$ cat config.mk
export PLATFORM = sky130hd
export DESIGN_NAME = checksummed_packet_receiver_top
export DESIGN_NICKNAME = d
export VERILOG_FILES = /design/src/rtl/core/cpr_pkg.sv /design/src/rtl/core/cpr_framer.sv /design/src/rtl/core/checksummed_packet_receiver_top.sv
export SDC_FILE = /design/constraint.sdc
export NUM_CORES = 1
export LEC_CHECK = 0
export BUFFER_PORTS_ARGS = -buffer_cell sky130_fd_sc_hd__buf_2
export CORE_UTILIZATION = 25
export DETAILED_ROUTE_END_ITERATION = 8
export SETUP_SLACK_MARGIN = 0.4
export SLEW_MARGIN = 30
export SYNTH_ARGS = -nofsm -noshare
export SYNTH_HDL_FRONTEND = slang
export SYNTH_SLANG_ARGS = --single-unit
$ cat constraint.sdc
create_clock -name clk -period 5.3 [get_ports clk]
set_input_delay 0.53 -clock clk [delete_from_list [all_inputs] [get_ports clk]]
set_output_delay 0.53 -clock clk [all_outputs]
set_load 0.01 [all_outputs]
$ cat src/rtl/core/cpr_pkg.sv
// Package for the checksummed packet receiver: character codes, result kinds,
// the result struct shared by the framer and the top level, and the hex digit decode.
// No dependencies.
package cpr_pkg;

  localparam logic [7:0] CH_DOLLAR = 8'h24;
  localparam logic [7:0] CH_HASH   = 8'h23;
  localparam logic [7:0] CH_BREAK  = 8'h03;
  localparam logic [7:0] CH_ACK    = 8'h2B;
  localparam logic [7:0] CH_NACK   = 8'h2D;

  localparam logic [1:0] KIND_PAYLOAD  = 2'd0;
  localparam logic [1:0] KIND_GOOD     = 2'd1;
  localparam logic [1:0] KIND_BAD      = 2'd2;
  localparam logic [1:0] KIND_BREAK_RQ = 2'd3;

  localparam int unsigned LEN_W  = 16;
  localparam int unsigned RSUM_W = 13;

  typedef struct packed {
    logic              vld;
    logic [1:0]        kind;
    logic [7:0]        data_byte;
    logic [LEN_W-1:0]  payload_length;
    logic [7:0]        computed_sum;
    logic [RSUM_W-1:0] received_sum;
  } cpr_result_t;

  // Hex digit value; a character that is not a hex digit keeps its raw code.
  function automatic logic [7:0] hex_value(input logic [7:0] c);
    logic [7:0] v;
    v = c;
    if (c >= 8'h30 && c <= 8'h39) begin
      v = c - 8'h30;
    end else if (c >= 8'h61 && c <= 8'h66) begin
      v = c - 8'h57;
    end else if (c >= 8'h41 && c <= 8'h46) begin
      v = c - 8'h37;
    end
    return v;
  endfunction

endpackage

$ cat src/rtl/core/cpr_framer.sv
// Packet framer: phase machine, running sum, length count and checksum check.
// Depends on cpr_pkg.
module cpr_framer #(
  parameter int unsigned COUNT_WIDTH = 16
) (
  input  logic                 clk,
  input  logic                 rst_n,
  input  logic                 step,
  input  logic [7:0]           rx_byte,
  output cpr_pkg::cpr_result_t result
);

  typedef enum logic [1:0] {
    PH_IDLE,
    PH_HASH,
    PH_CK1,
    PH_CK2
  } phase_t;

  phase_t                 phase_r, phase_nxt;
  logic [7:0]             sum_r, sum_nxt;
  logic [COUNT_WIDTH-1:0] cnt_r, cnt_nxt;
  logic [7:0]             first_r, first_nxt;
  logic [cpr_pkg::LEN_W-1:0]  len_sat;
  logic [cpr_pkg::RSUM_W-1:0] rsum;
  logic [7:0]             sum_add;

  // Length as reported: the count clipped to the 16-bit field.
  generate
    if (COUNT_WIDTH > cpr_pkg::LEN_W) begin : g_wide
      assign len_sat = (|cnt_r[COUNT_WIDTH-1:cpr_pkg::LEN_W]) ? '1
                                                               : cnt_r[cpr_pkg::LEN_W-1:0];
    end else if (COUNT_WIDTH == cpr_pkg::LEN_W) begin : g_same
      assign len_sat = cnt_r;
    end else begin : g_narrow
      assign len_sat = {{(cpr_pkg::LEN_W-COUNT_WIDTH){1'b0}}, cnt_r};
    end
  endgenerate

  assign rsum = {1'b0, cpr_pkg::hex_value(first_r), 4'b0000}
              + {5'b00000, cpr_pkg::hex_value(rx_byte)};
  assign sum_add = sum_r + rx_byte;

  always_comb begin
    phase_nxt = phase_r;
    sum_nxt   = sum_r;
    cnt_nxt   = cnt_r;
    first_nxt = first_r;
    result    = '0;
    unique case (phase_r)
      PH_IDLE: begin
        if (rx_byte == cpr_pkg::CH_DOLLAR) begin
          phase_nxt = PH_HASH;
          sum_nxt   = '0;
          cnt_nxt   = '0;
        end else if (rx_byte == cpr_pkg::CH_BREAK) begin
          result.vld       = 1'b1;
          result.kind      = cpr_pkg::KIND_BREAK_RQ;
          result.data_byte = cpr_pkg::CH_ACK;
        end
      end
      PH_HASH: begin
        if (rx_byte == cpr_pkg::CH_HASH) begin
          phase_nxt = PH_CK1;
        end else begin
          sum_nxt = sum_add;
          if (cnt_r != '1) begin
            cnt_nxt = cnt_r + 1'b1;
          end
          result.vld       = 1'b1;
          result.kind      = cpr_pkg::KIND_PAYLOAD;
          result.data_byte = rx_byte;
        end
      end
      PH_CK1: begin
        first_nxt = rx_byte;
        phase_nxt = PH_CK2;
      end
      PH_CK2: begin
        phase_nxt             = PH_IDLE;
        result.vld            = 1'b1;
        result.payload_length = len_sat;
        result.computed_sum   = sum_r;
        result.received_sum   = rsum;
        if (rsum == {5'b00000, sum_r}) begin
          result.kind      = cpr_pkg::KIND_GOOD;
          result.data_byte = cpr_pkg::CH_ACK;
        end else begin
          result.kind      = cpr_pkg::KIND_BAD;
          result.data_byte = cpr_pkg::CH_NACK;
        end
      end
      default: begin
        phase_nxt = PH_IDLE;
      end
    endcase
    if (!step) begin
      result.vld = 1'b0;
    end
  end

  always_ff @(posedge clk) begin
    if (!rst_n) begin
      phase_r <= PH_IDLE;
      sum_r   <= '0;
      cnt_r   <= '0;
      first_r <= '0;
    end else if (step) begin
      phase_r <= phase_nxt;
      sum_r   <= sum_nxt;
      cnt_r   <= cnt_nxt;
      first_r <= first_nxt;
    end
  end

endmodule

$ cat src/rtl/core/checksummed_packet_receiver_top.sv
// Top level of the checksummed packet receiver: input word register, framer
// and output result register. Depends on cpr_pkg and cpr_framer.
//
//   Channel | Direction | Handshake           | Payload
//   in_     | input     | in_valid / in_stall | in_rx_byte
//   out_    | output    | out_valid/out_stall | out_kind, out_data_byte, out_payload_length,
//           |           |                     | out_computed_sum, out_received_sum
//
// One word is taken every cycle unless the input stalls. A word waits in the input
// register, then the framer updates its state and any result lands in the output register.
// The rate is set by the single framer step between the two registers.
// Reset (synchronous, rst_n low) empties both registers and returns the framer to
// idle with a zero sum and count. A stalled output holds the framer and the input
// register; the input stalls only while the input register is full and cannot move.
module checksummed_packet_receiver_top #(
  parameter int unsigned COUNT_WIDTH = 16
) (
  input  logic        clk,
  input  logic        rst_n,
  input  logic        in_valid,
  output logic        in_stall,
  input  logic [7:0]  in_rx_byte,
  output logic        out_valid,
  input  logic        out_stall,
  output logic [1:0]  out_kind,
  output logic [7:0]  out_data_byte,
  output logic [15:0] out_payload_length,
  output logic [7:0]  out_computed_sum,
  output logic [12:0] out_received_sum
);

  logic                 in_vld_r;
  logic [7:0]           in_byte_r;
  logic                 adv;
  logic                 step;
  cpr_pkg::cpr_result_t res;
  cpr_pkg::cpr_result_t out_r;

  // The pipeline moves when the output register is empty or being drained.
  assign adv      = !out_r.vld || !out_stall;
  assign step     = in_vld_r && adv;
  assign in_stall = in_vld_r && !adv;

  always_ff @(posedge clk) begin
    if (!rst_n) begin
      in_vld_r <= 1'b0;
    end else if (!in_stall) begin
      in_vld_r <= in_valid;
    end
  end

  // The byte register carries payload only, so it needs no reset.
  always_ff @(posedge clk) begin
    if (!in_stall && in_valid) begin
      in_byte_r <= in_rx_byte;
    end
  end

  cpr_framer #(
    .COUNT_WIDTH (COUNT_WIDTH)
  ) u_framer (
    .clk     (clk),
    .rst_n   (rst_n),
    .step    (step),
    .rx_byte (in_byte_r),
    .result  (res)
  );

  // Result register. When the pipeline advances, a word that makes no result
  // simply leaves it empty.
  always_ff @(posedge clk) begin
    if (!rst_n) begin
      out_r <= '0;
    end else if (adv) begin
      out_r <= res;
    end
  end

  assign out_valid          = out_r.vld;
  assign out_kind           = out_r.kind;
  assign out_data_byte      = out_r.data_byte;
  assign out_payload_length = out_r.payload_length;
  assign out_computed_sum   = out_r.computed_sum;
  assign out_received_sum   = out_r.received_sum;

  // A good packet always carries matching sums.
  assert property (@(posedge clk) disable iff (!rst_n)
    out_valid && out_kind == cpr_pkg::KIND_GOOD |->
      out_received_sum == {5'b00000, out_computed_sum} && out_data_byte == cpr_pkg::CH_ACK)
    else $error("good packet without matching checksum");

  // A bad packet is always answered with a nack.
  assert property (@(posedge clk) disable iff (!rst_n)
    out_valid && out_kind == cpr_pkg::KIND_BAD |->
      out_data_byte == cpr_pkg::CH_NACK && out_received_sum != {5'b00000, out_computed_sum})
    else $error("bad packet result inconsistent");

  // Payload and break results carry no packet summary.
  assert property (@(posedge clk) disable iff (!rst_n)
    out_valid && (out_kind == cpr_pkg::KIND_PAYLOAD || out_kind == cpr_pkg::KIND_BREAK_RQ) |->
      out_payload_length == '0 && out_computed_sum == '0 && out_received_sum == '0)
    else $error("summary fields set on a non-packet result");

  // A word held back by the output keeps its place in the input register.
  assert property (@(posedge clk) disable iff (!rst_n)
    in_vld_r && !adv |=> in_vld_r && $stable(in_byte_r))
    else $error("input word lost while the output was stalled");

  // The framer never steps while the output register is full and stalled.
  assert property (@(posedge clk) disable iff (!rst_n)
    out_valid && out_stall |-> !step)
    else $error("framer stepped into a stalled output");

endmodule

==> results.yml, run 1 <==
outcome:
  status: "finished clean"
worst_setup_path:
  crit_path_end_kind: "register"
  path_max_fanout: 9
  r2r.worst_path.cells: 18
  cp-start-kind: "register"
  slowest_stage: "edfxtp_1"
  r2r-start: "in_byte_r[5]"
  reg2reg_slack_ns: 0.88
  arrival_ns: 4.69
  reg2reg_to: "out_kind[0]"
  critical_path_class: "register to register"
  crit_chain: "inv_1 > ha_1 > nor2b_1 > o31ai_1 > nor3_1 > nor2_2 > o21ai_0 > xnor2_1 > ha_1 > inv_1 > fa_1 > xor2_1 > nand2_1 > nand3_1 > nor4_1 > nand4_1 > or4_4 > nand3_1"
  cp.required_ns: 5.58
  max_stage_delay_ns: 0.55
logic_synthesis:
  synth_area_mm2: 0.00525
  synth.net_count: 657
  synth_xor_area_frac: 0.0641
  synth_top_family_by_area: "simple AND/OR/NAND/NOR gates"
  synth_edf_count: 8
  synth_compound_area_frac: 0.182
  yosys_warnings: 0
  synth-seq-cells: 91
  seq_area_frac_synth: 0.362
  synth_fa_ha_area_frac: 0.0910
  synth-simple-area-share: 0.235
  async_reset_ff_frac: 0
  synth.area.mux_share: 0.0203
  synth_cells: 608
  syn_area_per_cell_um2: 8.64
  synth_flop_cell: "dfxtp_1"
  yosysUniqueCellTypes: 69
route:
  drc: 0
  first_pass_iters: 5
  drt_iter0_drc: 309
  vias: 4404
  via_per_inst: 4.75
  wire_per_inst_um: 15.3
  final_antenna_net_count: 0
  wl_mm: 14.2
timing:
  fin_crit_sh: 0.833
  maxSlewHeadroom: 0.495
  post-route-min-period_ns: 4.42
  hold_violations: 0
  slew_viol_final: 0
  grt_setup_unrepaired: "no"
  setup_tns_ns: 0
  clock.fmax_mhz: 226
  worst_pin_slew_ns: 0.756
  setup_viol: 0
  finClkSkew_ns: 0.00829
final_layout:
  final_cell_area_mm2: 0.00610
  final_common_cell: "dfxtp_1"
  final_nets: 701
  nFillCells: 2229
  area_growth_pct: 16.2
  drive_gt1_frac: 0.149
  antennaDiodeCount: 0
  layout_common_cells: "83 x dfxtp_1, 70 x nand2_1, 60 x buf_2, 56 x nand3_1, 35 x ha_1"
cts:
  clk_pin_slew_ns: 0.07
  cts.root.buffer_cell: "clkbuf_16"
  cts_buffers: 9
  hold_buffers: 0
  cts_max_level: 3
  cts_tree: "done"
  cts_setup_buffers: 0
  cts_num_sinks: 91
  clk_latency_ns: 0.34
  cts_buffer_depth: 2
hold_path:
  whs_endpoint: "in_byte_r[7]"
  worstHoldStart: "in_rx_byte[7]"
  holdPathStages: 1
  hold_class: "input pin to register"
floorplan:
  ios: 61
  die-area_mm2: 0.0216
  initial_core_util: 0.257
  die_h_um: 147
  die_w_um: 147
  rows: 52
  core-area_mm2: 0.0204
placement:
  portBuffers: 60
  place_area_mm2: 0.00579
  gp_congestion: 0.848
  dp_hpwl_mm: 10.0
grt:
  grt_pass1_wl_mm: 23.3
  overflow: 0
  antenna_found_initial: 0
  grt_pass1_vias: 4300
  grt_start_max_net_pins: 52
  track_usage: 0.135
power:
  ir_worst_vdd_mv: 0.145
  leakagePower_nw: 2.46
  power-per-cell-area_mw_per_mm2: 237
flow_run:
  maxCapViolCount: 0
==> state kept, by name, indices dropped and copies added, names as in the netlist <==
signal / count
out_data_byte: 8
u_framer.first_r: 8
out_kind: 2
in_byte_r: 8
out_received_sum: 13
u_framer.phase_r: 2
u_framer.sum_r: 8
out_computed_sum: 8
out_payload_length: 16
in_vld_r: 1
u_framer.cnt_r: 16
out_valid: 1
==> metrics by stage <==
step	worst slack [ns]	cells	hold slack (ns)	util	power [mW]
floorplan	1.27	608	0.471	-	0.774
global placement	0.894	911	0.443	0.283	0.796
detailed placement	0.832	911	0.452	0.283	0.796
CTS	0.807	927	0.355	0.299	1.47
global route	0.444	927	0.357	0.299	1.50
finish	0.885	927	0.364	0.299	1.45
==> worst max path at each step <==
stage                 start           to  slack, ns  cells after the start
3_3_place_gp   in_byte_r[1]  out_kind[0]       0.89                     17
5_1_grt        in_byte_r[5]  out_kind[0]       0.44                     17
4_1_cts        in_byte_r[1]  out_kind[0]       0.81                     17
6_report       in_byte_r[5]  out_kind[0]       0.88                     18
2_1_floorplan  in_byte_r[1]  out_kind[0]       1.27                     18
3_5_place_dp   in_byte_r[1]  out_kind[0]       0.83                     17
==> cell usage after synthesis (4+ instances only) <==
master,n,area share
o21a_1,4,0.0057
a211o_1,4,0.0067
nand3_1,56,0.053
nand2b_1,7,0.0083
ha_1,35,0.083
clkbuf_1,21,0.015
nor2b_1,23,0.027
and2_1,7,0.0083
nor2_1,29,0.021
and3_1,11,0.013
o21ai_0,12,0.011
dfxtp_1,83,0.32
mux2_2,4,0.0086
nand2_1,70,0.050
a22oi_1,11,0.016
xnor2_1,21,0.035
nand4_1,10,0.012
or3_1,5,0.0060
mux2i_1,5,0.0095
nor3_1,8,0.0076
edfxtp_1,8,0.046
a21o_1,7,0.010
a21oi_1,23,0.022
a31oi_1,4,0.0048
o21ai_1,8,0.0076
a21boi_0,32,0.046
buf_1,4,0.0029
inv_1,25,0.018
xor2_1,13,0.022
==> area by class of cell <==
cell class,count,area (µm²),area share
flip-flops and latches,91,1900,0.312
multi-input cells,460,3120,0.512
repair buffers,64,330,0.0541
clock inverters,5,47.5,0.00779
inverters,26,97.6,0.0160
well taps,270,338,0.0554
clock buffers,11,264,0.0433
==> per-layer routing <==
layer  vias up  routed length (µm)  track usage  part of all wire
li1       2233                   -            -                 -
met1      2073                6590        0.179              0.46
met2        80                6750        0.224              0.48
met3        18                 582       0.0217             0.041
met4         0                 259       0.0459             0.018
met5         -                   0            0                 0
==> cell families (layout without fill, tap and decap cells) <==
| group | Yosys count | count (layout) |
|---|---|---|
| flip-flops | 91 | 91 |
| buffers and inverters | 57 | 106 |
| adder cells (fa/ha/maj) | 37 | 37 |
| AO/OA/AOI/OAI | 135 | 135 |
| AND/OR/NAND/NOR | 242 | 242 |
| multiplexers | 10 | 10 |
| XOR/XNOR | 36 | 36 |
==> repair_timing <==
| action | CTS | global route |
|---|---|---|
| resized for setup | 0 | 1 |
| endpoints found under the hold margin | 0 | 0 |
| endpoints found under the setup margin | 0 | 4 |
==> worst max-delay path: cells and delay by family (launching register included) <==
family | cells | cell delay [ns]
xor gates and xnor gates | 2 | 0.37
and+or+nand+nor | 9 | 1.88
adders and majority gates | 3 | 0.82
AOI/OAI and AO/OA | 2 | 0.46
buffers and inverters | 2 | 0.27
DFF | 1 | 0.55
==> power breakdown <==
part           switching, mW  leakage, nW  total [mW]  internal (mW)
logic                 0.0405         1.56      0.0712         0.0307
clock network          0.298        0.152       0.668          0.370
registers             0.0116        0.747       0.709          0.698
(Power assumes the default switching activity.)
==> run 2: changes to the inputs <==
- clock period: 5.3 -> 4.5 ns (I/O delays scaled with it)
==> results.yml, run 2 (synthesis results as in run 1) <==
route:
  final_antenna_net_count: 0
  drc: 0
  drt_iter0_drc: 398
  first_pass_iters: 5
  vias: 4516
  via_per_inst: 4.77
  wl_mm: 14.6
  wire_per_inst_um: 15.4
placement:
  gp_congestion: 0.912
  dp.cells: 921
  dp_hpwl_mm: 10.2
  portBuffers: 60
grt:
  antenna_found_initial: 0
  grt_pass1_vias: 4329
  overflow: 0
  track_usage: 0.134
  grt_pass1_wl_mm: 23.2
  grt_start_max_net_pins: 57
cts:
  cts_num_sinks: 91
  clk_pin_slew_ns: 0.07
  clk_latency_ns: 0.35
  cts_buffer_depth: 2
  hold_buffers: 0
  cts_max_level: 3
  cts.root.buffer_cell: "clkbuf_16"
  cts_buffers: 9
  cts_tree: "done"
outcome:
  status: "finished clean"
final_layout:
  nFillCells: 2162
  final_common_cell: "dfxtp_1"
  drive_gt1_frac: 0.200
  layout_common_cells: "79 x dfxtp_1, 70 x nand2_1, 60 x buf_2, 56 x nand3_1"
  area_growth_pct: 20.6
  instances_no_fill: 946
  final_nets: 720
  final_util: 0.310
  antennaDiodeCount: 0
floorplan:
  die_w_um: 147
  initial_core_util: 0.257
  die-area_mm2: 0.0216
  die_h_um: 147
  ios: 61
  rows: 52
  core-area_mm2: 0.0204
timing:
  clock.fmax_mhz: 250
  finClkSkew_ns: 0.0105
  worst_pin_slew_ns: 0.875
  setup_viol: 0
  hold_violations: 0
  post-route-min-period_ns: 4.00
  holdWs_ns: 0.269
  fin_crit_sh: 0.889
  setup_tns_ns: 0
  grt_setup_unrepaired: "no"
  maxSlewHeadroom: 0.417
  slew_viol_final: 0
worst_setup_path:
  path_max_fanout: 6
  crit_path_end_kind: "register"
  cp.required_ns: 4.78
  cp-start-kind: "register"
  arrival_ns: 4.27
  critical_path_class: "register to register"
hold_path:
  hold_class: "input pin to register"
power:
  leakagePower_nw: 2.56
  ir_worst_vdd_mv: 0.187
  power-per-cell-area_mw_per_mm2: 272
flow_run:
  maxCapViolCount: 0
## run 2: cell types whose count changed in the layout (fill, tap and decap cells not counted), sizes merged
cell and change:
bufinv +1, buf +19, clkbuf -1, inv -3, clkinv +3
## run 2: report_power, final
part           switching [mW]  leakage (nW)  total (mW)  internal, mW
clock                   0.345         0.146       0.783         0.438
sequential            0.00486         0.749       0.826         0.821
combinational          0.0664          1.67       0.115        0.0483
total                   0.416          2.56        1.72          1.31
## run 2: layout make-up
class                   count  area (µm²)  area share
clock buffers              10         229      0.0362
clock inverters             6        76.3      0.0121
inverters                  26        97.6      0.0154
multi-input cells         460        3210       0.506
flip-flops and latches     91        1910       0.302
well taps                 270         338      0.0533
repair buffers             83         477      0.0753
## run 2: per-stage QoR
stage               worst slack (ns)  power [mW]  instance area, µm²
floorplan                      0.472       0.911                5250
global placement               0.303       0.944                5860
detailed placement             0.243       0.944                5860
CTS                            0.435        1.72                6190
global route                   0.281        1.78                6330
finish                         0.502        1.72                6330
## run 2: worst max-delay path, cell delays in order, from the launching register on
cell      delay, ns
edfxtp_1       0.43
inv_1          0.20
ha_1           0.24
nor2b_1        0.18
o31ai_2        0.09
nor3_2         0.20
a21oi_1        0.13
xnor2_1        0.15
mux2_2         0.29
ha_1           0.29
a21o_1         0.18
a21o_1         0.21
xor2_2         0.16
xor2_1         0.17
nor4_4         0.25
nand4_1        0.13
or4_4          0.54
nand3_1        0.09
## run 2: layer usage
layer,share of wire,GRT usage
met5,0,0
met4,0.027,0.0505
met3,0.034,0.0227
met2,0.47,0.216
met1,0.47,0.177
## run 2: what timing repair did
action | CTS | global route
pin swaps | 0 | 7
gates resized for setup | 3 | 23
gates cloned | 0 | 0
setup buffers | 2 | 7
setup endpoints to repair | 4 | 4
## run 2: path summary, 6_finish.rpt
check	to	startpoint	cells after the start	slack, ns
setup reg to reg	out_data_byte[1]	in_byte_r[5]	17	0.50
hold reg to reg	out_received_sum[12]	out_received_sum[12]	2	0.45
hold / removal	in_byte_r[7]	in_rx_byte[7]	1	0.27
setup / recovery	out_data_byte[1]	in_byte_r[5]	17	0.50
==> run 3: changes to the inputs <==
- ABC_CLOCK_PERIOD_IN_PS: unset -> 3800
- PLACE_DENSITY: unset -> 0.48
- clock period: 4.5 -> 3.8 ns (I/O delays scaled with it)
==> results.yml, run 3 (synthesis results as in run 1) <==
worst_setup_path:
  critPathCapture: "out_kind[0]"
  critical_path_class: "register to register"
  reg2reg_slack_ns: 0.02
  cp-start-kind: "register"
  cp.required_ns: 4.09
  r2r.worst_path.cells: 16
  reg2reg_to: "out_kind[0]"
  r2r-start: "in_byte_r[5]"
  arrival_ns: 4.07
  crit_path_end_kind: "register"
  critPathLaunch: "in_byte_r[5]"
  path_max_fanout: 5
route:
  drt_iter0_drc: 257
  final_antenna_net_count: 0
  wire_per_inst_um: 15.7
  wl_mm: 15.3
  vias: 4623
  drc: 0
  first_pass_iters: 4
  via_per_inst: 4.72
grt:
  grt_pass1_wl_mm: 25.0
  grt_start_max_net_pins: 51
  antenna_found_initial: 0
  grt_pass1_vias: 4555
  overflow: 0
  track_usage: 0.147
floorplan:
  core-area_mm2: 0.0204
  die-area_mm2: 0.0216
  rows: 52
  ios: 61
  initial_core_util: 0.257
  die_h_um: 147
  die_w_um: 147
final_layout:
  final_common_cell: "dfxtp_1"
  drive_gt1_frac: 0.257
  area_growth_pct: 28.5
  antennaDiodeCount: 0
  final_nets: 753
  layout_common_cells: "83 x dfxtp_1, 70 x nand2_1, 60 x buf_2, 54 x nand3_1, 51 x buf_4"
cts:
  cts.root.buffer_cell: "clkbuf_16"
  cts_num_sinks: 91
  cts_tree: "done"
  cts_max_level: 3
  cts_buffers: 9
  cts_buffer_depth: 2
  clk_latency_ns: 0.35
  clk_pin_slew_ns: 0.08
power:
  total_power_mw: 2.09
  power-per-cell-area_mw_per_mm2: 310
  leakagePower_nw: 2.77
  ir_worst_vdd_mv: 0.154
placement:
  portBuffers: 60
  dp_hpwl_mm: 11.1
  gp_congestion: 0.800
timing:
  grt_setup_unrepaired: "yes"
  maxSlewHeadroom: 0.469
  fin_crit_sh: 0.994
  clock.fmax_mhz: 265
  post-route-min-period_ns: 3.78
  hold_violations: 0
  setup_viol: 0
  slew_viol_final: 0
  finClkSkew_ns: 0.0103
  holdWs_ns: 0.194
  worst_pin_slew_ns: 0.795
hold_path:
  hold_class: "input pin to register"
  holdPathStages: 1
flow_run:
  maxCapViolCount: 0
outcome:
  status: "finished clean"
==> run 3: changes by cell type in the layout (fill, tap and decap cells not counted), moves of 2 or more <==
cell     delta
nand3_2     +2
buf_4      +29
dfxtp_2     -3
xor2_1      -2
inv_2       +2
nand3_1     -2
dfxtp_1     +4
xor2_2      +2
ha_1        -4
inv_1       -3
buf_6       +4
ha_4        +6
nor2b_1     -2
ha_2        -2
==> run 3: per-stage QoR <==
step / cells / TNS [ns] / setup WS [ns] / area (µm²) / utilization
after global placement: 954 / -0.0696 / -0.0357 / 6220 / 0.305
after floorplan: 608 / 0 / 0.0168 / 5380 / -
final: 979 / 0 / 0.0228 / 6750 / 0.330
after CTS: 975 / 0 / 0.0465 / 6650 / 0.325
after global routing: 979 / -0.475 / -0.145 / 6750 / 0.330
after detailed placement: 954 / -0.248 / -0.117 / 6230 / 0.305
==> run 3: power by group <==
| part | internal, mW | switching [mW] |
|---|---|---|
| clock | 0.509 | 0.428 |
| sequential | 0.973 | 0.00714 |
| combinational | 0.0818 | 0.0934 |
==> run 3: layout make-up <==
cell class | count | area, µm²
Tap cell | 270 | 338
Inverter | 26 | 100
Multi-Input combinational cell | 460 | 3360
Fill cell | 2163 | 13700
Clock buffer | 11 | 264
Sequential cell | 91 | 1900
Clock inverter | 5 | 41.3
Timing Repair Buffer | 116 | 739
==> run 3: worst min-delay path by stage <==
stage | from | to
after floorplan | u_framer.sum_r[0] | u_framer.sum_r[0]
after global placement | out_computed_sum[6] | out_computed_sum[6]
after detailed placement | out_received_sum[12] | out_received_sum[12]
after CTS | in_rx_byte[0] | in_byte_r[0]
after global routing | in_rx_byte[4] | in_byte_r[4]
final | in_rx_byte[0] | in_byte_r[0]
==> run 3: what timing repair did <==
| item | CTS | global route |
|---|---|---|
| buffers inserted | 5 | 4 |
| resized for setup | 16 | 15 |
| hold buffers | 0 | 0 |
| endpoints found under the setup margin | 7 | 17 |
| pin swaps | 14 | 10 |
| hold endpoints to repair | 0 | 0 |
==> run 3: routing by layer <==
layer | GRT usage | share of wire | vias up
met5 | 0 | 0 | -
met4 | 0.0526 | 0.018 | 0
met3 | 0.0227 | 0.040 | 17
met2 | 0.227 | 0.44 | 93
met1 | 0.207 | 0.50 | 2170
li1 | - | - | 2343
==> run 3: worst max-delay path: stages, from the launching register on <==
cell	delay, ns
edfxtp_1	0.52
ha_4	0.23
or2_4	0.23
o22ai_4	0.13
nor3_4	0.09
buf_4	0.14
a31o_1	0.21
a22oi_2	0.17
xor2_1	0.19
ha_1	0.27
a21o_1	0.21
xor2_2	0.17
xor2_2	0.17
nor4_4	0.29
nand4_1	0.12
or4_4	0.51
nand3_2	0.07
